<file path="config.mk">
export PLATFORM = sky130hd
export DESIGN_NAME = hex_color_line_parser_top
export DESIGN_NICKNAME = d
export VERILOG_FILES = /design/src/rtl/hclp_pkg.sv /design/src/rtl/hclp_decode.sv /design/src/rtl/hex_color_line_parser_top.sv
export SDC_FILE = /design/constraint.sdc
export NUM_CORES = 1
export LEC_CHECK = 0
export ABC_AREA = 1
export BUFFER_PORTS_ARGS = -buffer_cell sky130_fd_sc_hd__buf_4
export CAP_MARGIN = 5
export CELL_PAD_IN_SITES_DETAIL_PLACEMENT = 0
export CELL_PAD_IN_SITES_GLOBAL_PLACEMENT = 1
export CORE_MARGIN = 3
export CORE_UTILIZATION = 35
export CTS_BUF_LIST = sky130_fd_sc_hd__clkbuf_8
export DETAILED_ROUTE_END_ITERATION = 12
export PLACE_DENSITY = 0.72
export SYNTH_ARGS = -nofsm -noshare
export SYNTH_HDL_FRONTEND = slang
export SYNTH_SLANG_ARGS = --single-unit
export TNS_END_PERCENT = 1
</file>
<file path="constraint.sdc">
create_clock -name clk -period 2 [get_ports clk]
set_input_delay 0.3 -clock clk [delete_from_list [all_inputs] [get_ports clk]]
set_output_delay 0.3 -clock clk [all_outputs]
set_load 0.05 [all_outputs]
</file>
<file path="src/rtl/hclp_pkg.sv">
// hclp_pkg: shared types, character codes and the hex digit function
// for the hex color line parser; no dependencies
`timescale 1ns / 1ps

package hclp_pkg;

    // line editing characters
    localparam logic [7:0] CH_DEL  = 8'd127;
    localparam logic [7:0] CH_CR   = 8'd13;
    localparam logic [7:0] CH_HASH = 8'd35;

    // digit ranges
    localparam logic [7:0] CH_ZERO = 8'd48;
    localparam logic [7:0] CH_NINE = 8'd57;
    localparam logic [7:0] CH_A    = 8'd65;
    localparam logic [7:0] CH_F    = 8'd70;

    // stored prefix of the line: '#' plus six digits
    localparam int STORE_DEPTH = 7;

    // default saturation length of the line
    localparam int LINE_MAX_DEF = 64;

    typedef logic [7:0] char_t;
    typedef logic [STORE_DEPTH-1:0][7:0] line_t;

    typedef enum logic [1:0] {
        ST_OK        = 2'd0,
        ST_BAD_FORM  = 2'd1,
        ST_BAD_DIGIT = 2'd2
    } status_t;

    typedef struct packed {
        logic       bad;
        logic [3:0] value;
    } digit_t;

    // uppercase hex digit decode; bad set for anything else
    function automatic digit_t hex_digit(input char_t c);
        digit_t d;
        d.bad   = 1'b1;
        d.value = 4'd0;
        if (c >= CH_ZERO && c <= CH_NINE)
        begin
            d.bad   = 1'b0;
            d.value = c[3:0];
        end
        else if (c >= CH_A && c <= CH_F)
        begin
            d.bad   = 1'b0;
            d.value = c[3:0] + 4'd9;
        end
        return d;
    endfunction

endpackage

</file>
<file path="src/rtl/hclp_decode.sv">
// hclp_decode: checks a finished line and turns '#RRGGBB' into color bytes
// depends on hclp_pkg
`timescale 1ns / 1ps

module hclp_decode
    import hclp_pkg::*;
#(
    parameter int LEN_W = 7
)
(
    input  line_t            line,
    input  logic [LEN_W-1:0] length,
    output status_t          status,
    output logic [7:0]       red,
    output logic [7:0]       green,
    output logic [7:0]       blue
);

    digit_t [5:0] digits;
    logic         any_bad;
    logic         form_ok;

    always_comb
    begin
        for (int i = 0; i < 6; i++)
        begin
            digits[i] = hex_digit(line[i+1]);
        end
    end

    assign any_bad = digits[0].bad | digits[1].bad | digits[2].bad
                   | digits[3].bad | digits[4].bad | digits[5].bad;
    assign form_ok = (length == LEN_W'(STORE_DEPTH)) && (line[0] == CH_HASH);

    always_comb
    begin
        status = ST_OK;
        red    = 8'd0;
        green  = 8'd0;
        blue   = 8'd0;
        if (!form_ok)
        begin
            status = ST_BAD_FORM;
        end
        else if (any_bad)
        begin
            status = ST_BAD_DIGIT;
        end
        else
        begin
            red   = {digits[0].value, digits[1].value};
            green = {digits[2].value, digits[3].value};
            blue  = {digits[4].value, digits[5].value};
        end
    end

endmodule

</file>
<file path="src/rtl/hex_color_line_parser_top.sv">
// hex_color_line_parser_top: line editor and '#RRGGBB' color parser
// depends on hclp_pkg and hclp_decode
`timescale 1ns / 1ps

// usage
//   input channel: one received character per transaction on rx_char,
//   taken at a rising edge with in_valid high and in_stall low
//   delete (127) drops the last character, carriage return ends the line,
//   anything else is appended; the length saturates at LINE_MAX and only
//   the first seven characters are kept
//   output channel: one transaction per carriage return carrying status,
//   red, green and blue, taken when out_valid is high and out_stall low;
//   colors are zero whenever status is not ok
// pipeline and throughput
//   a character is registered at its accept edge and processed from the
//   input register; the result of a carriage return is registered when it
//   is processed; one character per cycle is sustained while in_stall is low,
//   set by the single input register feeding line state and result register
// reset: rst_n low clears the line length and both valid flags; stored
//   characters are not cleared and are only read when all seven are written
// stall
//   while a result is held by out_stall, characters that give no result
//   keep flowing; a carriage return waits in the input register and
//   in_stall rises until the output register frees up

module hex_color_line_parser_top
    import hclp_pkg::*;
#(
    parameter int LINE_MAX = LINE_MAX_DEF
)
(
    input  logic       clk,
    input  logic       rst_n,
    input  logic       in_valid,
    output logic       in_stall,
    input  logic [7:0] rx_char,
    output logic       out_valid,
    input  logic       out_stall,
    output logic [1:0] status,
    output logic [7:0] red,
    output logic [7:0] green,
    output logic [7:0] blue
);

    // length counter must hold LINE_MAX itself
    localparam int LEN_W = $clog2(LINE_MAX + 1);

    // input stage
    logic             s1_valid_reg;
    logic             s1_valid_next;
    char_t            s1_char_reg;

    // line state
    logic [LEN_W-1:0] len_reg;
    logic [LEN_W-1:0] len_next;
    line_t            line_reg;

    // result register
    logic             out_valid_reg;
    logic             out_valid_next;
    status_t          status_reg;
    logic [7:0]       red_reg;
    logic [7:0]       green_reg;
    logic [7:0]       blue_reg;

    // processing controls
    logic             is_del;
    logic             is_cr;
    logic             out_free;
    logic             s1_adv;
    logic             in_take;
    logic             wr_en;

    status_t          dec_status;
    logic [7:0]       dec_red;
    logic [7:0]       dec_green;
    logic [7:0]       dec_blue;

    assign is_del   = (s1_char_reg == CH_DEL);
    assign is_cr    = (s1_char_reg == CH_CR);
    // output register can take a new result this cycle
    assign out_free = !out_valid_reg || !out_stall;
    // the buffered character is processed unless it is a held-up line end
    assign s1_adv   = s1_valid_reg && (!is_cr || out_free);
    assign in_stall = s1_valid_reg && !s1_adv;
    assign in_take  = in_valid && !in_stall;

    // append only while below the saturation length
    assign wr_en    = s1_adv && !is_del && !is_cr && (len_reg < LEN_W'(LINE_MAX));

    assign s1_valid_next = in_take || (s1_valid_reg && !s1_adv);

    always_comb
    begin
        len_next = len_reg;
        if (s1_adv)
        begin
            if (is_del)
            begin
                if (len_reg != '0)
                begin
                    len_next = len_reg - LEN_W'(1);
                end
            end
            else if (is_cr)
            begin
                len_next = '0;
            end
            else if (wr_en)
            begin
                len_next = len_reg + LEN_W'(1);
            end
        end
    end

    always_comb
    begin
        out_valid_next = out_valid_reg && out_stall;
        if (s1_adv && is_cr)
        begin
            out_valid_next = 1'b1;
        end
    end

    hclp_decode #(
        .LEN_W (LEN_W)
    ) u_decode (
        .line   (line_reg),
        .length (len_reg),
        .status (dec_status),
        .red    (dec_red),
        .green  (dec_green),
        .blue   (dec_blue)
    );

    // control state
    always_ff @(posedge clk or negedge rst_n)
    begin
        if (!rst_n)
        begin
            s1_valid_reg  <= 1'b0;
            len_reg       <= '0;
            out_valid_reg <= 1'b0;
        end
        else
        begin
            s1_valid_reg  <= s1_valid_next;
            len_reg       <= len_next;
            out_valid_reg <= out_valid_next;
        end
    end

    // input payload
    always_ff @(posedge clk)
    begin
        if (in_take)
        begin
            s1_char_reg <= rx_char;
        end
    end

    // stored prefix, one register per position
    always_ff @(posedge clk)
    begin
        for (int i = 0; i < STORE_DEPTH; i++)
        begin
            if (wr_en && (len_reg == LEN_W'(i)))
            begin
                line_reg[i] <= s1_char_reg;
            end
        end
    end

    // result payload
    always_ff @(posedge clk)
    begin
        if (s1_adv && is_cr)
        begin
            status_reg <= dec_status;
            red_reg    <= dec_red;
            green_reg  <= dec_green;
            blue_reg   <= dec_blue;
        end
    end

    assign out_valid = out_valid_reg;
    assign status    = status_reg;
    assign red       = red_reg;
    assign green     = green_reg;
    assign blue      = blue_reg;

`ifndef SYNTHESIS
    // length never passes the saturation point
    a_len_bound: assert property (@(posedge clk) disable iff (!rst_n)
        len_reg <= LEN_W'(LINE_MAX))
        else $error("line length above LINE_MAX");

    // a processed line end always leaves an empty line
    a_cr_clears: assert property (@(posedge clk) disable iff (!rst_n)
        (s1_adv && is_cr) |=> (len_reg == '0))
        else $error("line not cleared after line end");

    // a rejected line carries no color
    a_err_zero: assert property (@(posedge clk) disable iff (!rst_n)
        (out_valid_reg && (status_reg != ST_OK)) |->
        (red_reg == 8'd0 && green_reg == 8'd0 && blue_reg == 8'd0))
        else $error("nonzero color on error status");

    // a line end is held back only by a stalled full result register
    a_stall_cause: assert property (@(posedge clk) disable iff (!rst_n)
        in_stall |-> (s1_valid_reg && is_cr && out_valid_reg && out_stall))
        else $error("input stalled without a blocked result");
`endif

endmodule
</file>
==> out/results.ini <==
[clock_tree]
clock_sinks = 99
insertion_delay_ps = 370
h-tree-depth = 3
root_buffer = clkbuf_8
cts_buffers = 9
cts_tree = yes
path_clk_slew_ps = 90
clk_path_buf_depth = 2

[worst_setup_path]
critPathRequiredTime_ps = 2230
crit_path_top_delay_cell = edfxtp_1
critPathLaunchType = flip-flop
worst-path-buf-inv = 2
crit_top_cell = nand2_1
critPathMaxFanout = 14
path_cells = inv_1 -> ha_1 -> nand2_1 -> nand3_1 -> nand2_1 -> nand2_2 -> nand2_4 -> nor2_4 -> nand3_4 -> buf_12 -> nor2_1
crit_type = flip-flop to flip-flop
arrival_ps = 2070
crit_family = simple AND/OR/NAND/NOR gates
slowest_delay_ps = 430
end_kind = flip-flop

[timing]
rsz0062_at_grt = yes
hold_viol_final = 0
maxSlewViolCount = 0
fmax_mhz = 543
finClkSkew_ps = 12.9
timing.hold.ws_ps = 113
setup_viol = 0
finalCriticalPeriod_ps = 1840
fin_tns_setup_ps = 0
tightest_slew_ps = 350
min_period_over_period_pct = 92.1
setup_ws_ps = 157
slew_headroom_pct = 76.4

[place]
gp_congestion = 0.828
numPortBuffers = 39
place_area_sq_mm = 0.00568
dp.cells = 701
dpl.hpwl_um = 6570
dpl_worst_slack_ps = 132

[yosys]
yosysUniqueCellTypes = 32
ys_ff_latch = 99
synth_edf_count = 90
synth-main-ff-cell = edfxtp_1
synth_area_sq_mm = 0.00501
avgSynthCellArea_sq_um = 10.8
yosysWarnings = 0
synthCells = 464
ys_seq_area_share_pct = 58.5
syn-num-nets = 501
async_reset_ff_share_pct = 9.09

[floorplan]
die_h_um = 126
initial_core_util_pct = 35.9
die_area_sq_mm = 0.0158
die-width_um = 126
core-area_sq_mm = 0.0139
ioPinCount = 40
rows = 43

[global_routing]
grtUsageMet1_pct = 15.4
gr-usage-met3_pct = 2.69
grt_start_max_net_pins = 27
grt_pass1_wl_um = 15400
globalRouteOverflowTotal = 0
grt_pass1_vias = 3164
grt_use_met2_pct = 20.6
antenna_found_initial = 0
gr-usage-all-layers_pct = 12.4
top_usage_layer = met2

[pwr]
p_per_area_mw_per_mm2 = 782
combinationalPowerShare_pct = 17.1
power_frac_seq_pct = 56.0
clockPowerShare_pct = 26.9
intPower_uw = 3300
leakagePower_uw = 0.00241
swShare_pct = 28.3
switchingPower_uw = 1310
ir_worst_vdd_v = 0.000412

[cells_and_area]
nets = 570
layout-drive-gt1-share_pct = 24.0
n_antenna_cell = 0
final_area_sq_mm = 0.00589
instances_no_fill = 717
largest_reg_flops = 56
area_delta_synth_final_pct = 17.6

[route]
wl_per_cell_um = 12.5
drt_iter0_markers = 145
route.vias.total = 3222
firstDrtPassIters = 6
drc = 0
vias_per_cell = 4.49
ant_nets = 0
drt_wl_total_um = 9000

[min_path]
hold_class = primary input to flip-flop

[run]
maxCapViolations = 0

[run_status]
status = finished, final reports clean

-- worst register-to-register path, stage by stage (launching register included) --
cell      delay (ps)
edfxtp_1         430
inv_1            160
ha_1             200
nand2_1           60
nand3_1           60
nand2_1          120
nand2_2          130
nand2_4           50
nor2_4           130
nand3_4          100
buf_12           190
nor2_1            90
-- power by group through the flow --
stage	registers (uW)	clock network, uW	logic [uW]
5_1_grt	2600	1360	921
3_3_place_gp	2620	0	765
2_1_floorplan	2590	0	574
4_1_cts	2580	1290	787
6_report	2580	1240	789
3_5_place_dp	2630	0	780
-- cell usage after synthesis, drive strengths merged (2+ instances only) --
cell type / instances / area [sq um]
nor3: 14 / 86.3
a31oi: 3 / 18.8
dfrtp: 9 / 225
nor2: 61 / 399
nand3: 26 / 143
xnor2: 6 / 52.6
o21ai: 16 / 80.1
o22ai: 7 / 43.8
nand4: 8 / 50.1
or2: 2 / 12.5
nand3b: 6 / 45.0
edfxtp: 90 / 2700
inv: 74 / 278
nand2: 99 / 394
xor2: 10 / 87.6
ha: 25 / 313
buf: 3 / 45.0
-- metrics by stage --
step	util (%)	total power [uW]
6_report	42.3	4610
2_1_floorplan	-	3160
3_3_place_gp	40.7	3390
3_5_place_dp	40.7	3410
4_1_cts	42.1	4660
5_1_grt	42.3	4880
-- final timing paths --
check / from / to / slack (ps) / depth (start not counted)
setup / recovery: line_reg[24] / green[6] / 160 / 11
hold / removal: rx_char[4] / s1_char_reg[4] / 110 / 1
setup reg to reg: line_reg[24] / green[6] / 160 / 11
hold reg to reg: len_reg[6] / len_reg[6] / 490 / 2
max in group asynchronous: rst_n / len_reg[2] / 1580 / 2
min in group asynchronous: rst_n / len_reg[5] / 280 / 2
-- metal layers --
| layer | routed length [um] | share of wire, % |
|---|---|---|
| met1 | 4040 | 45 |
| met2 | 4400 | 49 |
| met3 | 390 | 4.3 |
| met4 | 171 | 1.9 |
| met5 | 0 | 0 |
-- layout make-up --
type	instances	area [sq um]
flip-flops and latches	99	2930
fillers	1327	8050
inverters	75	285
clock buffers	9	124
clock inverters	6	58.8
repair buffers	61	502
multi-input cells	287	1770
well taps	180	225
-- logic make-up after synthesis --
| kind of cell | count (synthesis) | share of synthesized area, % |
|---|---|---|
| xor+xnor | 16 | 2.80 |
| compound gates | 29 | 3.25 |
| simple gates | 217 | 22.7 |
| fa+ha+maj | 25 | 6.25 |
| flops | 99 | 58.5 |
| buf+inv | 78 | 6.52 |
-- timing repair --
item / in CTS / in global routing
hold endpoints to repair: 9 / 0
gates resized for setup: 0 / 9
setup endpoints to repair: 0 / 88
buffers inserted: 0 / 0
hold buffers: 1 / 0
-- placed cells by master (no fill, tap or decap), drive strengths merged --
master       netlist  final
bufinv             0      1
clkinv             1      2
nand2b             1      1
nor3              14     14
dlygate4sd3        0      1
o22ai              7      7
xor2              10     10
clkinvlp           0      3
nand3             26     26
o211ai             1      1
clkbuf             0      9
or2                2      2
o21ai             16     16
inv               74     75
dfrtp              9      9
o31ai              1      1
ha                25     25
nand4              8      8
nand2             99     99
a21oi              1      1
buf                3     60
nor2              61     61
edfxtp            90     90
xnor2              6      6
nand3b             6      6
a31oi              3      3
Note: power is estimated with default switching activity, not from simulation.
